### src/rtl/brff_pkg.sv
// Package for the bitmap range find-first block.
// Holds the row geometry, field widths, request codes, sequencer states and scan control.
// Depends on nothing.
`timescale 1ns / 1ps

package brff_pkg;

	localparam int BYTE_W    = 8;
	localparam int ROW_BYTES = 8;
	localparam int ROW_BITS  = BYTE_W * ROW_BYTES;
	localparam int OFF_W     = $clog2(ROW_BITS);
	localparam int LANE_W    = $clog2(ROW_BYTES);
	localparam int IDX_W     = 9;
	localparam int BIT_W     = 13;
	localparam int POS_W     = 12;
	localparam int ROW_W     = BIT_W - OFF_W;

	localparam logic REQ_WRITE = 1'b0;
	localparam logic REQ_FIND  = 1'b1;

	typedef enum logic [2:0] {
		ST_CLEAR,
		ST_IDLE,
		ST_WR_RD,
		ST_WR_WB,
		ST_FIND,
		ST_RESP
	} state_t;

	typedef struct packed {
		logic             polarity;
		logic             first;
		logic             last;
		logic [OFF_W-1:0] lo;
		logic [OFF_W-1:0] hi;
	} scan_ctrl_t;

endpackage

### src/rtl/brff_scan.sv
// Row match unit: masks one 64-bit map row to the search range and finds its lowest match.
// Depends on brff_pkg.
`timescale 1ns / 1ps

module brff_scan (
	input  logic [brff_pkg::ROW_BITS-1:0] row_data,
	input  brff_pkg::scan_ctrl_t          ctrl,
	output logic                          hit,
	output logic [brff_pkg::OFF_W-1:0]    offset
);

	logic [brff_pkg::ROW_BITS-1:0] cand;
	logic [brff_pkg::ROW_BITS-1:0] lo_mask;
	logic [brff_pkg::ROW_BITS-1:0] hi_mask;
	logic [brff_pkg::ROW_BITS-1:0] masked;
	logic [brff_pkg::ROW_BITS-1:0] lowest;

	assign cand    = ctrl.polarity ? row_data : ~row_data;
	assign lo_mask = ctrl.first ? ({brff_pkg::ROW_BITS{1'b1}} << ctrl.lo)
	                            : {brff_pkg::ROW_BITS{1'b1}};
	assign hi_mask = ctrl.last ? ({brff_pkg::ROW_BITS{1'b1}} >> (~ctrl.hi))
	                           : {brff_pkg::ROW_BITS{1'b1}};
	assign masked  = cand & lo_mask & hi_mask;
	assign lowest  = masked & (~masked + brff_pkg::ROW_BITS'(1));
	assign hit     = |masked;

	// The lowest match is one-hot, so each offset bit is the OR of the positions that carry it.
	always_comb begin
		offset = '0;
		for (int b = 0; b < brff_pkg::OFF_W; b++) begin
			for (int j = 0; j < brff_pkg::ROW_BITS; j++) begin
				offset[b] = offset[b] | (lowest[j] & j[b]);
			end
		end
	end

endmodule

### config.mk
export PLATFORM = sky130hd
export DESIGN_NAME = brff_scan
export DESIGN_NICKNAME = d
export VERILOG_FILES = /design/src/rtl/brff_pkg.sv /design/src/rtl/brff_scan.sv
export SDC_FILE = /design/constraint.sdc
export NUM_CORES = 1
export LEC_CHECK = 0
export BUFFER_PORTS_ARGS = -buffer_cell sky130_fd_sc_hd__buf_4
export CAP_MARGIN = 5
export CORE_MARGIN = 8
export CORE_UTILIZATION = 58
export DETAILED_ROUTE_END_ITERATION = 16
export GPL_ROUTABILITY_DRIVEN = 0
export PLACE_DENSITY = 0.87
export SYNTH_ARGS = -nofsm -noshare
export SYNTH_HDL_FRONTEND = slang
export SYNTH_SLANG_ARGS = --single-unit
export TNS_END_PERCENT = 1
### constraint.sdc
create_clock -name vclk -period 4.5
set_input_delay 0.675 -clock vclk [all_inputs]
set_output_delay 0.675 -clock vclk [all_outputs]
set_load 0.01 [all_outputs]
# After elaboration in Yosys (flattened, before gate mapping)
# Index checks and enable logic that the tools add are counted.
[word_totals]
register_bits = 0
latchBits = 0
ramBits = 0
mem_bits_ro = 0
input_bits = 79
out_inout_bits = 7
wordCells = 199
mem_count = 0
[classes]
n_addsub = 1
multipliers = 0
div = 0
magnitude_cmp = 0
eq_ne = 0
shifts = 2
n_mux = 3
n_bitwise = 192
reduce_logical = 1
[op_table]
columns = ["operator", "count"]
rows = [
  ["$and 64x64->64", 3],
  ["$mux 64", 3],
  ["$or 1x1->1", 186],
  ["$not 64->64", 2],
  ["$add 64x1->64 const B", 1],
  ["$reduce_or 64->1", 1],
  ["$shl 64x6->64 const A", 1],
  ["$shr 64x6->64 const A", 1],
  ["$not 6->6", 1],
]

# Depth between registers and ports, before layout
[depth]
ltp_word = 38
depth_mapped = 13

# Least setup slack after synthesis
# OpenSTA, ideal clock, no wires.
[synth_path]
path_type = "input -> output"
from = "input port ctrl[5] (netlist bit)"
to = "output port hit"
arrival_ns = 3.646
required_ns = 3.825
setup_slack_ns = 0.179
cell_stages = 8
path_cell_list = "buf_2 > or3b_1 > buf_2 > o2111a_1 > or4_4 > or4_4 > or3_4 > or4b_1"
[synth_between]
elab_chain_len = 5
[synth_rtl]
columns = ["element", "line", "rtl"]
rows = [
  ["from (decl)", "brff_scan.sv:7", "input brff_pkg::scan_ctrl_t ctrl,"],
  ["$not 6->6", "brff_scan.sv:21", "assign hi_mask = ctrl.last ? ({brff_pkg::ROW_BITS{1'b1}} >> (~ctrl.hi))"],
  ["$shr 64x6->64", "brff_scan.sv:21", ""],
  ["$mux 64", "brff_scan.sv:21", ""],
  ["$and 64x64->64", "brff_scan.sv:23", "assign masked = cand & lo_mask & hi_mask;"],
  ["$reduce_or 64->1", "brff_scan.sv:25", "assign hit = |masked;"],
  ["to (decl)", "brff_scan.sv:8", "output logic hit,"],
]
# No other way between the ends.

# Worst setup path in the final report
[layout_path]
from = "input port ctrl[3] (netlist bit)"
to = "output port offset[3] (netlist bit)"
[layout_between]
elab_chain_len = 38
[layout_rtl]
columns = ["element", "line", "rtl"]
rows = [
  ["$not 6->6 *", "brff_scan.sv:21", ""],
  ["$shr 64x6->64 *", "brff_scan.sv:21", ""],
  ["$mux 64 *", "brff_scan.sv:21", ""],
  ["$and 64x64->64 *", "brff_scan.sv:23", ""],
  ["$not 64->64", "brff_scan.sv:24", "assign lowest = masked & (~masked + brff_pkg::ROW_BITS'(1));"],
  ["$add 64x1->64", "brff_scan.sv:24", ""],
  ["$and 64x64->64 *", "brff_scan.sv:24", ""],
  ["$or 1x1->1 (30 in a row)", "brff_scan.sv:32", "offset[b] = offset[b] | (lowest[j] & j[b]);"],
  ["$or 1x1->1 *", "brff_scan.sv:32", ""],
  ["to (decl)", "brff_scan.sv:9", "output logic [brff_pkg::OFF_W-1:0] offset"],
]
# Every way passes the cells marked *; elsewhere a longest branch is shown, timed or not.

==> results summary <==
The run finished, with violations left. The final reports fail on setup timing. The static leakage is 1.869 nW. The number of cells on the critical path is 12.

The smallest clock period supported by the final layout is computed as 4.512 ns. The instance count of the mapped netlist is 558. The clock tree buffer count of the final layout came out at 0.

The Yosys step of the flow raised 0 warnings. The number of antenna violations at the first check in global routing came out at 0. The biggest area contributor in the post-synthesis netlist is sky130_fd_sc_hd__xor2_1. The critical path goes through buf_4 > buf_4 > or4b_2 > nor2_1 > or4_1 > and2_1 > nand3_1 > or4_1 > o32ai_1 > a31oi_1 > nand4_1 > buf_4. The placement row count is 28. The sequential cell fraction of total power came out at 0%. The number of sequential cells in the layout is 0. The critical path launch point type is an input port.

The total net switching power is 0.0003575 W. Synthesis produced a netlist with a net count of 637. The number of violations reported at the end of detailed-routing iteration 0 came out at 1336.

The antenna cell count came out at 0. Setup violations remaining at the end of the flow were counted as 1. The worst setup path is of the input port to primary output kind. The library cell contributing the largest single delay on the critical path is sky130_fd_sc_hd__or4b_2. The min-delay analysis places its worst path in the category input port to primary output. From synthesis to final layout, the design area changed by 29.42%.

The arrival time at the worst endpoint is 3.84 ns. The half-perimeter wire length of the detailed placement result is 12590 um. The area share of the largest cell type after synthesis is 10.85%. At the pin with the least slew margin, the transition time is 0.8078 ns. The portion of total power attributed to combinational logic came out at 100.0%. The delay of the slowest cell on the worst path is 0.73 ns. The worst slew margin relative to its limit came out at 44.75%. Measured along the y axis, the die boundary spans 94.25 um. The finished cells cover 0.004596 sq mm. The total track usage is 34.80%. The combined buffer and inverter count along the critical path is 3.

The worst path setup slack after routing is -0.01172 ns. The final hold violation count is 0. The final critical-path share of the clock period is 100.3%. The die boundary width is 94.25 um. The max-cap violation count came out at 0.

The clock network fraction of design power is 0%. The switching part of the total came out at 58.36%. The distinct cell type count of the synthesized netlist came out at 79. The sum of overflow across all layers after global routing came out at 0. Broken down by cell family, the worst path's largest delay share belongs to simple AND/OR/NAND/NOR gates.

The most repeated cell in the gate-level netlist after synthesis is sky130_fd_sc_hd__nand2_1. The critical path ends at offset[3]. The area taken by flip-flops and latches is 0 sq um.

Cells with a size suffix above 1 make up 26.53% of the layout. The net total in the final layout is 733. The power per unit of standard cell area is 133.3 mW/mm^2. The launching instance or port of the critical path is ctrl[3]. The max-slew violation count came out at 0.

By area the synthesized netlist is led by sky130_fd_sc_hd__xor2_1 (11%), sky130_fd_sc_hd__nand2_1 (6.8%), sky130_fd_sc_hd__xnor2_1 (4.9%), sky130_fd_sc_hd__o21ai_0 (4.7%), sky130_fd_sc_hd__a21oi_1 (4.5%). Port buffering added 86 buffers. The area inside the core boundary is 0.005921 sq mm. The peak supply drop is 0.0001035 V. Ranked by instance count, the synthesized netlist is headed by sky130_fd_sc_hd__nand2_1 (64), sky130_fd_sc_hd__xor2_1 (44), sky130_fd_sc_hd__nor2_1 (41). The type of destination of the critical path is a primary output. The internal power summed over all cells came out at 0.0002550 W. For the worst setup path, the data required time is 3.83 ns. The I/O pin count came out at 86. The maximum number of pins on one net before global-route repair came out at 30. The number of global-route vias before repair came to 5051. The die covers 0.008882 sq mm. For this configuration, the core starts out at a cell density of 59.97%. The standard cell area after detailed placement is 0.004501 sq mm. The maximum fanout along the worst path came out at 12. The remaining antenna violation count after routing is 0.

The first global-routing pass estimated 25320 um of wire. Before antenna repair, the detailed router went through 12 iterations. The hold buffer count at cts is 0. The most common cell type on the critical path is sky130_fd_sc_hd__buf_4.

The post-detailed-route DRC marker count is 0. The netlist area before placement is 0.003551 sq mm. The vias after detailed routing is 5507. Measured on the finished design, the core utilization comes to 77.62%. The sequential-to-total area share from yosys stat is 0%. The top achievable clock speed came out at 0.2216 GHz. The average wire per standard cell is 22.61 um. The final wirelength is 16440 um.

The average instance area after synthesis is 6.364 sq um. The mean number of vias per cell came out at 7.575.
power groups by stage:
stage	clock [W]	combinational [W]	sequential [W]
floorplan	0	0.000344	0
global placement	0	0.000546	0
detailed placement	0	0.000560	0
CTS	0	0.000566	0
global route	0	0.000643	0
finish	0	0.000613	0
tightest hold or removal path, cell delays in order:
cell and delay [ns]:
sky130_fd_sc_hd__buf_4 0.08, sky130_fd_sc_hd__xnor2_1 0.12, sky130_fd_sc_hd__o2111ai_1 0.19, sky130_fd_sc_hd__nand2_1 0.09, sky130_fd_sc_hd__or4b_1 0.11, sky130_fd_sc_hd__buf_4 0.11
worst min-delay path by stage:
| stage | from | endpoint | slack (ns) | cells past startpoint |
|---|---|---|---|---|
| 2_1_floorplan | row_data[62] | hit | 1.78 | 4 |
| 3_3_place_gp | row_data[62] | hit | 2.03 | 6 |
| 3_5_place_dp | row_data[62] | hit | 2.04 | 6 |
| 4_1_cts | row_data[62] | hit | 2.05 | 6 |
| 5_1_grt | row_data[63] | hit | 2.10 | 5 |
| 6_report | row_data[62] | hit | 2.05 | 6 |
cell type report:
type	count	area [sq um]
multi-input combinational	507	3416
timing repair buffer	138	1060
fill	438	1325
tap	75	93.84
inverter	7	26.28
what timing repair did:
| item | 4_1_cts | 5_1_grt |
|---|---|---|
| setup endpoints to repair | 1 | 7 |
| gates resized for setup | 3 | 23 |
| setup buffers | 0 | 0 |
| hold endpoints to repair | 0 | 0 |
| pin swaps | 0 | 4 |
metrics by stage:
stage	setup TNS [ns]	instances	hold WS, ns	power (W)	setup slack [ns]
2_1_floorplan	0	558	1.779	0.0003444	0.1789
3_3_place_gp	0	727	2.030	0.0005455	0.04558
3_5_place_dp	-0.02333	727	2.041	0.0005601	-0.02333
4_1_cts	0	727	2.045	0.0005658	0.03535
5_1_grt	-0.01514	727	2.098	0.0006432	-0.01022
6_report	-0.01172	727	2.054	0.0006125	-0.01172
cells by family (layout without fill, tap and decap cells):
| group | after synthesis | count (layout) | share of synthesized area, % |
|---|---|---|---|
| simple gates | 245 | 245 | 37.67 |
| compound gates | 198 | 198 | 40.38 |
| xor+xnor | 64 | 64 | 15.79 |
| buf+inv | 51 | 145 | 6.166 |
placed cells by master, fill, tap and decap left out, drive strengths merged, types with 4 or more instances in the layout:
cell / instances
a21o: 10
xor2: 44
o211ai: 12
o21ai: 33
buf: 138
or3: 7
nor4: 8
nor2: 41
a22oi: 5
nor3: 13
a2111oi: 7
nand4: 12
a221oi: 5
nor3b: 6
nor4b: 7
o21a: 4
nand2b: 7
and2: 10
or4: 11
a221o: 4
nand3: 29
nand2: 64
a211o: 7
a21boi: 4
a211oi: 14
inv: 7
or2: 5
xnor2: 20
o311a: 4
a21oi: 33
a31oi: 5
o41ai: 4
o211a: 6
nor2b: 5
o22ai: 4
layer usage:
layer  wire, um  GRT usage, %  vias up
li1           -             -     2347
met1       5684         43.70     2345
met2       6782         53.53      632
met3       2774         9.033      183
met4       1200         16.78        0
met5          0             0        -
Note: power is estimated with default switching activity, not from simulation.
